## config.mk

```make
export PLATFORM = sky130hd
export DESIGN_NAME = edit_distance_engine_unit
export DESIGN_NICKNAME = d
export VERILOG_FILES = /design/src/rtl/core/eded_pkg.sv /design/src/rtl/core/eded_front.sv /design/src/rtl/core/eded_queue.sv /design/src/rtl/core/eded_back.sv /design/src/rtl/core/edit_distance_engine_unit.sv
export SDC_FILE = /design/constraint.sdc
export NUM_CORES = 2
export LEC_CHECK = 0
export ABC_AREA = 1
export BUFFER_PORTS_ARGS = -buffer_cell sky130_fd_sc_hd__buf_2
export CAP_MARGIN = 10
export CELL_PAD_IN_SITES_DETAIL_PLACEMENT = 0
export CELL_PAD_IN_SITES_GLOBAL_PLACEMENT = 1
export CORE_AREA = 3 3 566 344
export CTS_BUF_LIST = sky130_fd_sc_hd__clkbuf_8 sky130_fd_sc_hd__clkbuf_16
export DETAILED_ROUTE_END_ITERATION = 12
export DIE_AREA = 0 0 569 347
export PLACE_DENSITY_LB_ADDON = 0.1
export SLEW_MARGIN = 10
export SYNTH_ARGS = -nofsm -noshare
export SYNTH_HDL_FRONTEND = slang
export SYNTH_SLANG_ARGS = --single-unit
```

## constraint.sdc

```tcl
create_clock -name clk -period 11.9 [get_ports clk]
set_clock_uncertainty 0.1 [all_clocks]
set_input_delay 2.38 -clock clk [delete_from_list [all_inputs] [get_ports clk]]
set_output_delay 2.38 -clock clk [all_outputs]
set_load 0.03 [all_outputs]
```

## src/rtl/core/eded_pkg.sv

```systemverilog
// ----------------------------------------------------------------------------
// eded_pkg
// Shared types and constants of the edit distance engine.
// ----------------------------------------------------------------------------
package eded_pkg;

  localparam int KIND_W      = 2;
  localparam int SYM_W       = 8;
  localparam int DIST_W      = 7;
  localparam int DIST_MAX    = 127;
  localparam int MAX_LEN     = 64;
  localparam int QUEUE_DEPTH = 4;

  // Input word kind codes
  localparam logic [KIND_W-1:0] KIND_APPEND_FIRST  = 2'd0;
  localparam logic [KIND_W-1:0] KIND_APPEND_SECOND = 2'd1;
  localparam logic [KIND_W-1:0] KIND_COMPUTE       = 2'd2;

  typedef enum logic [1:0] {
    OP_APPEND_FIRST,
    OP_APPEND_SECOND,
    OP_COMPUTE
  } op_t;

  typedef struct packed {
    op_t              op;
    logic [SYM_W-1:0] symbol;
  } cmd_t;

  typedef enum logic [2:0] {
    ST_IDLE,
    ST_INIT,
    ST_ROW_RD,
    ST_ROW_LOAD,
    ST_CELL,
    ST_FINISH
  } state_t;

endpackage

```

## src/rtl/core/eded_front.sv

```systemverilog
// ----------------------------------------------------------------------------
// eded_front
// Takes input words, decodes the kind and holds one command for the queue.
// ----------------------------------------------------------------------------
module eded_front (
  input  logic                        clk,
  input  logic                        rst_n,
  input  logic                        in_valid,
  output logic                        in_stall,
  input  logic [eded_pkg::KIND_W-1:0] in_kind,
  input  logic [eded_pkg::SYM_W-1:0]  in_symbol,
  input  logic                        q_full,
  output logic                        q_push,
  output eded_pkg::cmd_t              q_push_cmd
);

  logic           fr_valid_r;
  logic           fr_valid_nxt;
  eded_pkg::cmd_t fr_cmd_r;
  eded_pkg::cmd_t dec_cmd;
  logic           dec_keep;
  logic           accept;

  assign in_stall   = fr_valid_r & q_full;
  assign accept     = in_valid & ~in_stall;
  assign q_push     = fr_valid_r & ~q_full;
  assign q_push_cmd = fr_cmd_r;

  // Unused kind is taken and dropped.
  always_comb begin
    dec_cmd.symbol = in_symbol;
    dec_cmd.op     = eded_pkg::OP_COMPUTE;
    dec_keep       = 1'b1;
    unique case (in_kind)
      eded_pkg::KIND_APPEND_FIRST:  dec_cmd.op = eded_pkg::OP_APPEND_FIRST;
      eded_pkg::KIND_APPEND_SECOND: dec_cmd.op = eded_pkg::OP_APPEND_SECOND;
      eded_pkg::KIND_COMPUTE:       dec_cmd.op = eded_pkg::OP_COMPUTE;
      default:                      dec_keep   = 1'b0;
    endcase
  end

  always_comb begin
    fr_valid_nxt = fr_valid_r & ~q_push;
    if (accept && dec_keep) begin
      fr_valid_nxt = 1'b1;
    end
  end

  always_ff @(posedge clk) begin
    if (!rst_n) begin
      fr_valid_r <= 1'b0;
    end else begin
      fr_valid_r <= fr_valid_nxt;
    end
  end

  always_ff @(posedge clk) begin
    if (accept && dec_keep) begin
      fr_cmd_r <= dec_cmd;
    end
  end

endmodule

```

## src/rtl/core/eded_queue.sv

```systemverilog
// ----------------------------------------------------------------------------
// eded_queue
// Small command FIFO between the decode front and the compute back.
// ----------------------------------------------------------------------------
module eded_queue #(
  parameter int DEPTH = eded_pkg::QUEUE_DEPTH
) (
  input  logic           clk,
  input  logic           rst_n,
  input  logic           push,
  input  eded_pkg::cmd_t push_cmd,
  input  logic           pop,
  output logic           full,
  output logic           empty,
  output eded_pkg::cmd_t head
);

  localparam int AW = (DEPTH > 1) ? $clog2(DEPTH) : 1;
  localparam int CW = $clog2(DEPTH + 1);

  eded_pkg::cmd_t entry_r [DEPTH];
  logic [AW-1:0]  wr_ptr_r;
  logic [AW-1:0]  rd_ptr_r;
  logic [CW-1:0]  count_r;
  logic           do_push;
  logic           do_pop;

  assign full    = (count_r == CW'(DEPTH));
  assign empty   = (count_r == '0);
  assign head    = entry_r[rd_ptr_r];
  assign do_push = push & ~full;
  assign do_pop  = pop & ~empty;

  always_ff @(posedge clk) begin
    if (!rst_n) begin
      wr_ptr_r <= '0;
      rd_ptr_r <= '0;
      count_r  <= '0;
    end else begin
      if (do_push) begin
        wr_ptr_r <= (wr_ptr_r == AW'(DEPTH - 1)) ? '0 : wr_ptr_r + AW'(1);
      end
      if (do_pop) begin
        rd_ptr_r <= (rd_ptr_r == AW'(DEPTH - 1)) ? '0 : rd_ptr_r + AW'(1);
      end
      if (do_push && !do_pop) begin
        count_r <= count_r + CW'(1);
      end else if (do_pop && !do_push) begin
        count_r <= count_r - CW'(1);
      end
    end
  end

  always_ff @(posedge clk) begin
    if (do_push) begin
      entry_r[wr_ptr_r] <= push_cmd;
    end
  end

endmodule

```

## src/rtl/core/eded_back.sv

```systemverilog
// ----------------------------------------------------------------------------
// eded_back
// Holds both strings, runs the row-by-row recurrence one cell a cycle between
// row fetch states, and keeps the result word in an output register.
// ----------------------------------------------------------------------------
module eded_back #(
  parameter int MAX_LEN = eded_pkg::MAX_LEN
) (
  input  logic                        clk,
  input  logic                        rst_n,
  input  logic                        q_empty,
  input  eded_pkg::cmd_t              q_head,
  output logic                        q_pop,
  output logic                        out_valid,
  input  logic                        out_stall,
  output logic [eded_pkg::DIST_W-1:0] out_distance,
  output logic                        out_overflow
);

  localparam int LEN_W  = $clog2(MAX_LEN + 1);
  localparam int TXT_AW = (MAX_LEN > 1) ? $clog2(MAX_LEN) : 1;
  localparam int SAT_W  = (LEN_W > eded_pkg::DIST_W) ? LEN_W : eded_pkg::DIST_W;

  eded_pkg::state_t state_r;
  eded_pkg::state_t state_nxt;

  // Text and score memories
  logic [eded_pkg::SYM_W-1:0] first_text  [MAX_LEN];
  logic [eded_pkg::SYM_W-1:0] second_text [MAX_LEN];
  logic [LEN_W-1:0]           score_row   [MAX_LEN + 1];
  logic [eded_pkg::SYM_W-1:0] a_rd;
  logic [eded_pkg::SYM_W-1:0] b_rd;
  logic [LEN_W-1:0]           sc_rd;

  logic [LEN_W-1:0] len_a_r;
  logic [LEN_W-1:0] len_b_r;
  logic             too_long_r;
  logic [LEN_W-1:0] i_r;
  logic [LEN_W-1:0] j_r;
  logic [eded_pkg::SYM_W-1:0] a_sym_r;
  logic [LEN_W-1:0] diag_r;
  logic [LEN_W-1:0] left_r;
  logic [LEN_W-1:0] result_r;
  logic             ovf_r;

  logic                        out_valid_r;
  logic [eded_pkg::DIST_W-1:0] out_distance_r;
  logic                        out_overflow_r;

  // Control from the output decode
  logic              a_we;
  logic              b_we;
  logic              sc_we;
  logic [LEN_W-1:0]  sc_waddr;
  logic [LEN_W-1:0]  sc_wdata;
  logic [LEN_W-1:0]  sc_raddr;
  logic [TXT_AW-1:0] a_raddr;
  logic [TXT_AW-1:0] b_raddr;
  logic              out_load;

  logic             out_free;
  logic             a_full;
  logic             b_full;
  logic             row_last;
  logic             col_last;
  logic [LEN_W-1:0] i_m1;
  logic [LEN_W:0]   above_x;
  logic [LEN_W:0]   left_x;
  logic [LEN_W:0]   sub_x;
  logic [LEN_W:0]   best_x;
  logic [LEN_W-1:0] best;
  logic [SAT_W-1:0] res_ext;
  logic [eded_pkg::DIST_W-1:0] dist_sat;

  assign out_valid    = out_valid_r;
  assign out_distance = out_distance_r;
  assign out_overflow = out_overflow_r;

  assign out_free = ~out_valid_r | ~out_stall;
  assign a_full   = (len_a_r == LEN_W'(MAX_LEN));
  assign b_full   = (len_b_r == LEN_W'(MAX_LEN));
  assign row_last = (i_r == len_a_r);
  assign col_last = (j_r == len_b_r);
  assign i_m1     = i_r - LEN_W'(1);

  // One cell: min of deletion, insertion and substitution
  always_comb begin
    above_x = {1'b0, sc_rd} + (LEN_W + 1)'(1);
    left_x  = {1'b0, left_r} + (LEN_W + 1)'(1);
    sub_x   = {1'b0, diag_r} + (LEN_W + 1)'(a_sym_r != b_rd);
    best_x  = above_x;
    if (left_x < best_x) begin
      best_x = left_x;
    end
    if (sub_x < best_x) begin
      best_x = sub_x;
    end
    best = best_x[LEN_W-1:0];
  end

  assign res_ext  = SAT_W'(result_r);
  assign dist_sat = (res_ext > SAT_W'(eded_pkg::DIST_MAX)) ?
                    eded_pkg::DIST_W'(eded_pkg::DIST_MAX) : res_ext[eded_pkg::DIST_W-1:0];

  // Next state
  always_comb begin
    state_nxt = state_r;
    unique case (state_r)
      eded_pkg::ST_IDLE: begin
        if (!q_empty && q_head.op == eded_pkg::OP_COMPUTE) begin
          state_nxt = too_long_r ? eded_pkg::ST_FINISH : eded_pkg::ST_INIT;
        end
      end
      eded_pkg::ST_INIT: begin
        if (col_last) begin
          state_nxt = (len_a_r == '0) ? eded_pkg::ST_FINISH : eded_pkg::ST_ROW_RD;
        end
      end
      eded_pkg::ST_ROW_RD: state_nxt = eded_pkg::ST_ROW_LOAD;
      eded_pkg::ST_ROW_LOAD: begin
        if (len_b_r == '0) begin
          state_nxt = row_last ? eded_pkg::ST_FINISH : eded_pkg::ST_ROW_RD;
        end else begin
          state_nxt = eded_pkg::ST_CELL;
        end
      end
      eded_pkg::ST_CELL: begin
        if (col_last) begin
          state_nxt = row_last ? eded_pkg::ST_FINISH : eded_pkg::ST_ROW_RD;
        end
      end
      eded_pkg::ST_FINISH: begin
        if (out_free) begin
          state_nxt = eded_pkg::ST_IDLE;
        end
      end
      default: state_nxt = eded_pkg::ST_IDLE;
    endcase
  end

  // Control outputs
  always_comb begin
    q_pop    = 1'b0;
    a_we     = 1'b0;
    b_we     = 1'b0;
    sc_we    = 1'b0;
    sc_waddr = '0;
    sc_wdata = '0;
    sc_raddr = '0;
    a_raddr  = '0;
    b_raddr  = '0;
    out_load = 1'b0;
    unique case (state_r)
      eded_pkg::ST_IDLE: begin
        q_pop = ~q_empty;
        a_we  = ~q_empty & (q_head.op == eded_pkg::OP_APPEND_FIRST) & ~a_full;
        b_we  = ~q_empty & (q_head.op == eded_pkg::OP_APPEND_SECOND) & ~b_full;
      end
      eded_pkg::ST_INIT: begin
        sc_we    = 1'b1;
        sc_waddr = j_r;
        sc_wdata = j_r;
      end
      eded_pkg::ST_ROW_RD: begin
        a_raddr  = i_m1[TXT_AW-1:0];
        sc_raddr = '0;
      end
      eded_pkg::ST_ROW_LOAD: begin
        sc_we    = 1'b1;
        sc_waddr = '0;
        sc_wdata = i_r;
        sc_raddr = LEN_W'(1);
        b_raddr  = '0;
      end
      eded_pkg::ST_CELL: begin
        sc_we    = 1'b1;
        sc_waddr = j_r;
        sc_wdata = best;
        sc_raddr = j_r + LEN_W'(1);
        b_raddr  = j_r[TXT_AW-1:0];
      end
      eded_pkg::ST_FINISH: out_load = out_free;
      default: ;
    endcase
  end

  // Memories
  always_ff @(posedge clk) begin
    if (a_we) begin
      first_text[len_a_r[TXT_AW-1:0]] <= q_head.symbol;
    end
    a_rd <= first_text[a_raddr];
  end

  always_ff @(posedge clk) begin
    if (b_we) begin
      second_text[len_b_r[TXT_AW-1:0]] <= q_head.symbol;
    end
    b_rd <= second_text[b_raddr];
  end

  always_ff @(posedge clk) begin
    if (sc_we) begin
      score_row[sc_waddr] <= sc_wdata;
    end
    sc_rd <= score_row[sc_raddr];
  end

  // Control registers
  always_ff @(posedge clk) begin
    if (!rst_n) begin
      state_r     <= eded_pkg::ST_IDLE;
      len_a_r     <= '0;
      len_b_r     <= '0;
      too_long_r  <= 1'b0;
      out_valid_r <= 1'b0;
    end else begin
      state_r <= state_nxt;
      if (state_r == eded_pkg::ST_IDLE && !q_empty) begin
        unique case (q_head.op)
          eded_pkg::OP_APPEND_FIRST: begin
            if (a_full) begin
              too_long_r <= 1'b1;
            end else begin
              len_a_r <= len_a_r + LEN_W'(1);
            end
          end
          eded_pkg::OP_APPEND_SECOND: begin
            if (b_full) begin
              too_long_r <= 1'b1;
            end else begin
              len_b_r <= len_b_r + LEN_W'(1);
            end
          end
          eded_pkg::OP_COMPUTE: ;
          default: ;
        endcase
      end
      if (out_load) begin
        out_valid_r <= 1'b1;
        len_a_r     <= '0;
        len_b_r     <= '0;
        too_long_r  <= 1'b0;
      end else if (!out_stall) begin
        out_valid_r <= 1'b0;
      end
    end
  end

  // Datapath registers
  always_ff @(posedge clk) begin
    unique case (state_r)
      eded_pkg::ST_IDLE: begin
        ovf_r    <= too_long_r;
        result_r <= too_long_r ? '0 : len_b_r;
        j_r      <= '0;
      end
      eded_pkg::ST_INIT: begin
        if (col_last) begin
          i_r <= LEN_W'(1);
        end else begin
          j_r <= j_r + LEN_W'(1);
        end
      end
      eded_pkg::ST_ROW_RD: ;
      eded_pkg::ST_ROW_LOAD: begin
        a_sym_r <= a_rd;
        diag_r  <= sc_rd;
        left_r  <= i_r;
        if (len_b_r == '0) begin
          result_r <= i_r;
          if (!row_last) begin
            i_r <= i_r + LEN_W'(1);
          end
        end else begin
          j_r <= LEN_W'(1);
        end
      end
      eded_pkg::ST_CELL: begin
        left_r <= best;
        diag_r <= sc_rd;
        if (col_last) begin
          result_r <= best;
          if (!row_last) begin
            i_r <= i_r + LEN_W'(1);
          end
        end else begin
          j_r <= j_r + LEN_W'(1);
        end
      end
      eded_pkg::ST_FINISH: begin
        if (out_load) begin
          out_distance_r <= dist_sat;
          out_overflow_r <= ovf_r;
        end
      end
      default: ;
    endcase
  end

endmodule

```

## src/rtl/core/edit_distance_engine_unit.sv

```systemverilog
// ----------------------------------------------------------------------------
// edit_distance_engine_unit
// Levenshtein edit distance between two byte strings loaded word by word.
// ----------------------------------------------------------------------------
//
//   channel  ports                               dir  carries
//   -------  ----------------------------------  ---  -------------------------
//   in       in_valid in_stall in_kind in_symbol  in   append / compute words
//   out      out_valid out_stall out_distance     out  one result word per
//            out_overflow                              compute word
//
// Steps: an append word is taken in the back end's idle state. A compute word
//   first seeds the score row, then for each row fetches the row's symbol and
//   the diagonal seed and runs one cell per cycle. Overflowed computes go
//   straight to the finish state.
// Reset: synchronous, active low; clears lengths, overflow flag, queue and
//   output valid. Text and score memories are not cleared.
// Stalls: the front takes words while the queue has room, so loading goes on
//   while a compute runs or a result waits on out_stall.
//
// Front decodes kind (kind 3 is dropped), a short queue decouples it from the
// back, which owns both texts, the score row and the output register.
// Strings longer than MAX_LEN set the overflow flag; the result then reads
// distance 0, overflow 1. Every compute word clears both strings.
// ----------------------------------------------------------------------------
module edit_distance_engine_unit #(
  parameter int MAX_LEN     = eded_pkg::MAX_LEN,
  parameter int QUEUE_DEPTH = eded_pkg::QUEUE_DEPTH
) (
  input  logic                        clk,
  input  logic                        rst_n,
  input  logic                        in_valid,
  output logic                        in_stall,
  input  logic [eded_pkg::KIND_W-1:0] in_kind,
  input  logic [eded_pkg::SYM_W-1:0]  in_symbol,
  output logic                        out_valid,
  input  logic                        out_stall,
  output logic [eded_pkg::DIST_W-1:0] out_distance,
  output logic                        out_overflow
);

  logic           q_full;
  logic           q_empty;
  logic           q_push;
  logic           q_pop;
  eded_pkg::cmd_t q_push_cmd;
  eded_pkg::cmd_t q_head;

  // Decode front
  eded_front u_front (
    .clk        (clk),
    .rst_n      (rst_n),
    .in_valid   (in_valid),
    .in_stall   (in_stall),
    .in_kind    (in_kind),
    .in_symbol  (in_symbol),
    .q_full     (q_full),
    .q_push     (q_push),
    .q_push_cmd (q_push_cmd)
  );

  // Command queue
  eded_queue #(
    .DEPTH (QUEUE_DEPTH)
  ) u_queue (
    .clk      (clk),
    .rst_n    (rst_n),
    .push     (q_push),
    .push_cmd (q_push_cmd),
    .pop      (q_pop),
    .full     (q_full),
    .empty    (q_empty),
    .head     (q_head)
  );

  // Compute back end
  eded_back #(
    .MAX_LEN (MAX_LEN)
  ) u_back (
    .clk          (clk),
    .rst_n        (rst_n),
    .q_empty      (q_empty),
    .q_head       (q_head),
    .q_pop        (q_pop),
    .out_valid    (out_valid),
    .out_stall    (out_stall),
    .out_distance (out_distance),
    .out_overflow (out_overflow)
  );

endmodule

```

; Word level (Yosys, flattened, before mapping)
; Memory sizes are Yosys's and may differ from the RTL's. A register that Yosys moved wholly into a read port is not among the register bits.
; Index checks and enable logic that the tools add are counted.
[word_totals]
register_bits = 89
out_inout_bits = 10
inputBits = 14
mem_count = 4
ram_bits = 1519
[mem_list]
columns = name, words, width, read_ports, rd_ports_with_merged_regs, write_ports, line_no
row1 = u_back.first_text, 64, 8, 1, 1, 1, eded_back.sv:28  ; logic [eded_pkg::SYM_W-1:0] first_text [MAX_LEN];
row2 = u_back.second_text, 64, 8, 1, 1, 1, eded_back.sv:29  ; logic [eded_pkg::SYM_W-1:0] second_text [MAX_LEN];
row3 = u_back.score_row, 65, 7, 1, 1, 1, eded_back.sv:30  ; logic [LEN_W-1:0] score_row [MAX_LEN + 1];
row4 = u_queue.entry_r, 4, 10, 1, 1, 1, eded_queue.sv:21  ; eded_pkg::cmd_t entry_r [DEPTH];
[classes]
muxes = 56
n_eq_ne = 27
bitwise = 20
order_cmp = 3
n_reduce_logical = 33
n_addsub = 12
[op_table]
columns = cell, n
row1 = 7-bit one-hot mux with 3 select lines, 4
row2 = 7-bit two-way mux, 11
row3 = 3-bit two-way mux, 10
row4 = 7-bit by 1-bit adder with 7-bit output (second input constant), 4
row5 = 7-bit one-hot mux with 2 select lines, 2
row6 = 1-bit two-way mux, 19
row7 = 3-bit one-hot mux with 6 select lines, 1
row8 = 7-bit by 1-bit adder with 8-bit output (second input constant), 2
row9 = 8-bit less-than comparator, 2
row10 = 2-bit by 1-bit != test with 1-bit output (second input constant), 8
row11 = 7-bit == test, 2
row12 = 7-bit == test (second input constant), 2
row13 = 7-bit logical NOT, 2
row14 = 6-bit two-way mux, 2
row15 = 3-bit AND reduction, 4
row16 = 4-bit AND reduction, 3
row17 = 1-bit bitwise AND, 10
row18 = 3-bit == test (second input constant), 3
row19 = 1-bit NOT, 9
row20 = 3-bit nonzero test, 3
row21 = 7-bit by 1-bit adder with 8-bit output, 1
row22 = 2-bit == test (second input constant), 4
row23 = 2-bit two-way mux, 4
row24 = 8-bit two-way mux, 1
row25 = 21 further kinds, 38

; Depth between registers and ports, before layout
[depth]
word_depth = 8
depth_mapped = 25
ltp_nobuf = 24

; By module
; A second synthesis with hierarchy kept.
[hier_totals]
cells_unflattened = 5074
area_unflattened_um2 = 66339.9
[by_module_without_submodules]
columns = mod, area_per_inst_um2, cells_per_inst, instances
row1 = eded_back, 63961.3, 4882, 1
row2 = eded_queue, 2003.2, 169, 1
row3 = eded_front, 375.4, 23, 1

; Worst setup path after synthesis
; OpenSTA, ideal clock, no wires.
[synth_path]
path_kind = reg-to-reg
from = register (tool-made name)
to = memory u_back.first_text[0][7] in the netlist's numbering, data pin
stages_incl_launch_ff = 6
t_arrival_ps = 4382
setup_ps = 897
slack_ps = 6520
period_less_slack_ps = 5380
path_cell_list = dfxtp_1 > inv_1 > buf_2 > clkbuf_1 > o21ai_0 > o22ai_1
[synth_rtl]
columns = item, line_no
row1 = "end, declared", eded_back.sv:28

; Final worst setup path
[layout_path]
from = register u_back.sc_rd[0] (read register of u_back.score_row)
to = memory u_back.score_row[56][0] in the netlist's numbering, data pin
[layout_between]
elab_chain_len = 6
[layout_rtl]
columns = item, line_no
row1 = "start, declared", eded_back.sv:33  ; logic [LEN_W-1:0] sc_rd;
row2 = 7-bit by 1-bit adder with 8-bit output *, eded_back.sv:88  ; above_x = {1'b0, sc_rd} + (LEN_W + 1)'(1);
row3 = 8-bit less-than comparator, eded_back.sv:92  ; if (left_x < best_x) begin
row4 = 8-bit two-way mux *, eded_back.sv:92
row5 = 8-bit less-than comparator, eded_back.sv:95  ; if (sub_x < best_x) begin
row6 = 7-bit two-way mux *, eded_back.sv:95
row7 = 7-bit one-hot mux with 3 select lines *, eded_back.sv:153  ; unique case (state_r)
row8 = named net u_back.sc_wdata[0], eded_back.sv:55  ; logic [LEN_W-1:0] sc_wdata;
row9 = "end, declared", eded_back.sv:30
; The timed path passes the listed nets; every way through them passes the cells marked *.

==> flow_summary.json <==
{
  "ys_seq_area_share_pct": 73.2,
  "async_reset_ff_share_pct": 0,
  "initial_core_util_pct": 34.9,
  "hold_start": "u_back.ovf_r$_DFFE_PN_",
  "timing.fmax_ghz": 0.179,
  "period_share_pct": 46.9,
  "cts_hold_buffers": 0,
  "drt_first_pass_iters": 5,
  "endpoint_kind": "register",
  "placed_cells": 7376,
  "r2r-start": "u_back.sc_rd[0]$_DFF_P_",
  "yosysWarnings": 0,
  "port_buffers": 23,
  "cts_root_buffer": "clkbuf_16",
  "grt_max_degree": 168,
  "met1Wirelength_um": 107000,
  "slowest_delay_ns": 0.86,
  "track_usage_pct": 19.9,
  "hpwl_um": 119000,
  "cts_inserted_buffers": 169,
  "powerDensity_nw_per_um2": 205,
  "synth_fp_nets": 5126,
  "total_power_uw": 15100,
  "nNetsFinal": 5072,
  "slew_violations": 0,
  "finalCriticalPeriod_ns": 5.58,
  "tightest_slew_ns": 1.21,
  "synthToLayoutAreaGrowth_pct": 11.7,
  "routedWlPerCell_um": 26.2,
  "cp_num_buf_inv": 0,
  "grt_setup_unrepaired": "no",
  "die-width_um": 569,
  "critical_path.top_delay_family": "simple AND/OR/NAND/NOR gates",
  "gp_congestion": 0.801,
  "drt-vias-per-instance": 5.37,
  "critPathMaxFanout": 65,
  "r2r_end": "u_back.score_row[56][0]$_DFFE_PP_",
  "syn_inst": 5081,
  "dr_wl_met3_um": 14100,
  "drive_above_1_share_pct": 8.51,
  "clockBufferDepth": 4,
  "whs_endpoint": "u_back.out_overflow$_DFFE_PP_",
  "die_area_sq_um": 197000,
  "fp.coreArea_sq_um": 190000,
  "clk_latency_ns": 0.81,
  "clk_pin_slew_ns": 0.06,
  "ant_nets": 0,
  "routed_wl_um": 201000,
  "r2r_slack_ns": 6.32,
  "hold_path_depth": 0,
  "start_kind": "register",
  "rr_worst_depth": 17,
  "hold_path_class": "register to register",
  "path_class": "register to register",
  "crit_arrival_ns": 5.68,
  "setup_viol": 0,
  "postCtsResizedCells": 0,
  "fillCellCount": 17900,
  "finalHoldViolations": 0,
  "synth-seq-cells": 1633,
  "synth_edf_count": 1581,
  "vias": 41200,
  "slew_headroom_pct": 18.7,
  "numClockSinks": 1633,
  "drt-initial-drc-count": 3988,
  "grt_overflow_total": 0,
  "io_pins": 24,
  "cts_setup_buffers": 0,
  "grt_pass1_wl_um": 289000,
  "outcome": "complete, no violations",
  "cts_tree": "built",
  "highest_layer": "met4",
  "worst_ep_required_time_ns": 12.00,
  "drc": 0,
  "avgSynthCellArea_sq_um": 13.0,
  "cp_slowest_cell": "a211oi_1",
  "final_common_cell": "edfxtp_1",
  "path_depth": 17,
  "final_cell_mix": "edfxtp_1, nand2_1, nor2_1, o21ai_0, nand3_1",
  "route.met2.wl_um": 76500,
  "maxCapViolCount": 0,
  "synth_ff_type": "edfxtp_1",
  "die_y_um": 347,
  "finalNonFillerCells": 7669,
  "htreeDepth": 4,
  "grt_pass1_vias": 38700,
  "synth_area_sq_um": 66300,
  "ir_drop_mv": 0.111,
  "leakage_uw": 0.0240,
  "num_rows": 124,
  "antenna_found_initial": 9,
  "synth.distinct_cells": 53,
  "crit_chain": "ha_1 -> nand3_1 -> nand3b_1 -> xor2_1 -> ha_1 -> nand2_1 -> a21oi_1 -> nand2_1 -> nand2_2 -> o21ai_0 -> ha_1 -> a21oi_1 -> nor2_1 -> a211oi_1 -> nand3_1 -> nand3_1 -> nand3_4",
  "fin_tns_setup_ns": 0
}
-- report_power, final --
part	internal (uW)	switching, uW	leakage, uW
Sequential	7200	163	0.0149
Combinational	562	2260	0.00641
Clock	2730	2220	0.00264
Total	10500	4640	0.0240
-- worst max-delay path by stage --
| stage | from | to | slack, ns |
|---|---|---|---|
| floorplan | register | u_back.first_text[0][7]$_DFFE_PP_ | 6.52 |
| global placement | u_back.sc_rd[0]$_DFF_P_ | u_back.score_row[25][0]$_DFFE_PP_ | 6.31 |
| detailed placement | u_back.sc_rd[0]$_DFF_P_ | u_back.score_row[1][0]$_DFFE_PP_ | 6.34 |
| CTS | u_back.sc_rd[0]$_DFF_P_ | u_back.score_row[56][0]$_DFFE_PP_ | 6.29 |
| global route | u_back.sc_rd[0]$_DFF_P_ | u_back.score_row[56][0]$_DFFE_PP_ | 5.89 |
| finish | u_back.sc_rd[0]$_DFF_P_ | u_back.score_row[56][0]$_DFFE_PP_ | 6.32 |
-- metrics by stage --
stage	hold WS, ns	cell area, sq um	util (%)	setup slack, ns
2_1_floorplan	0.286	66300	-	6.52
3_3_place_gp	0.304	69000	36.4	6.31
3_5_place_dp	0.318	69000	36.4	6.34
4_1_cts	0.333	74000	39.0	6.29
5_1_grt	0.333	74000	39.0	5.89
6_report	0.333	74000	39.0	6.32
-- registers in the layout, indices dropped and copies added (netlist names), 2 cells and up, named ones only --
register,flops
u_queue.wr_ptr_r,2
u_queue.count_r,3
u_back.left_r,7
u_back.a_rd,8
u_back.out_distance,7
u_back.second_text,512
u_back.diag_r,7
u_back.a_sym_r,8
u_back.score_row,455
u_back.first_text,512
u_back.res_ext,7
u_back.b_rd,8
u_back.j_r,7
u_back.state_r,3
u_back.len_a_r,7
u_front.q_push_cmd,10
u_back.sc_rd,7
u_back.len_b_r,7
u_back.i_r,7
u_queue.rd_ptr_r,2
u_queue.entry_r,40
-- worst reg2reg max path, cell delays in order, from the launching register on --
cell      delay, ns
dfxtp_1        0.49
ha_1           0.24
nand3_1        0.11
nand3b_1       0.19
xor2_1         0.24
ha_1           0.28
nand2_1        0.06
a21oi_1        0.04
nand2_1        0.10
nand2_2        0.16
o21ai_0        0.41
ha_1           0.32
a21oi_1        0.13
nor2_1         0.05
a211oi_1       0.86
nand3_1        0.16
nand3_1        0.25
nand3_4        0.72
-- synthesized netlist by cell type (all sizes together) (6+ instances only) --
cell type  count  share of area [%]
a311oi        64               0.85
nand3        287                2.2
o21ai        442                3.4
or2           96               0.91
nor2         463                2.7
dfxtp         52                1.6
xnor2          9               0.12
xor2          28               0.37
edfxtp      1581                 72
clkinv         7              0.040
o211ai       172                1.9
nand2        620                3.5
o22ai        198                1.9
nor4           7              0.066
nor3          25               0.21
a21oi        229                1.7
o32ai         10               0.13
a32oi          9               0.12
a22oi          8              0.091
o21bai        41               0.46
a31oi         31               0.29
mux2i         55               0.83
nand4         16               0.15
buf          132                1.0
ha            30               0.57
clkbuf       193                1.1
o311ai         6              0.079
inv          194                1.1
o221ai        62               0.82
-- routing by layer --
metal,vias to the layer above,GRT usage [%]
li1,18900,-
met4,0,4.10
met2,1217,25.1
met5,-,0
met1,20800,33.5
met3,229,4.46
-- cells by family (layout without fill, tap and decap cells) --
logic type,after synthesis,count (layout),synth area share [%]
multiplexers,55,55,0.831
flip-flops,1633,1633,73.2
adder cells (fa/ha/maj),31,31,0.597
buffers and inverters,526,593,3.26
XOR/XNOR,37,37,0.489
other,0,1,0
AO/OA/AOI/OAI,1280,1280,11.8
AND/OR/NAND/NOR,1519,1519,9.75
-- layout make-up --
type                    instances  area [sq um]  share of cell area, %
well taps                    2520          3150                   4.26
multi-input cells            2922         15900                   21.4
inverters                     201           776                   1.05
flip-flops and latches       1633         48500                   65.6
diodes                          1          2.50                0.00338
clock inverters               119           656                  0.886
clock buffers                 173          4310                   5.82
repair buffers                100           743                   1.00
No activity file was read; power rests on OpenSTA's default activity.
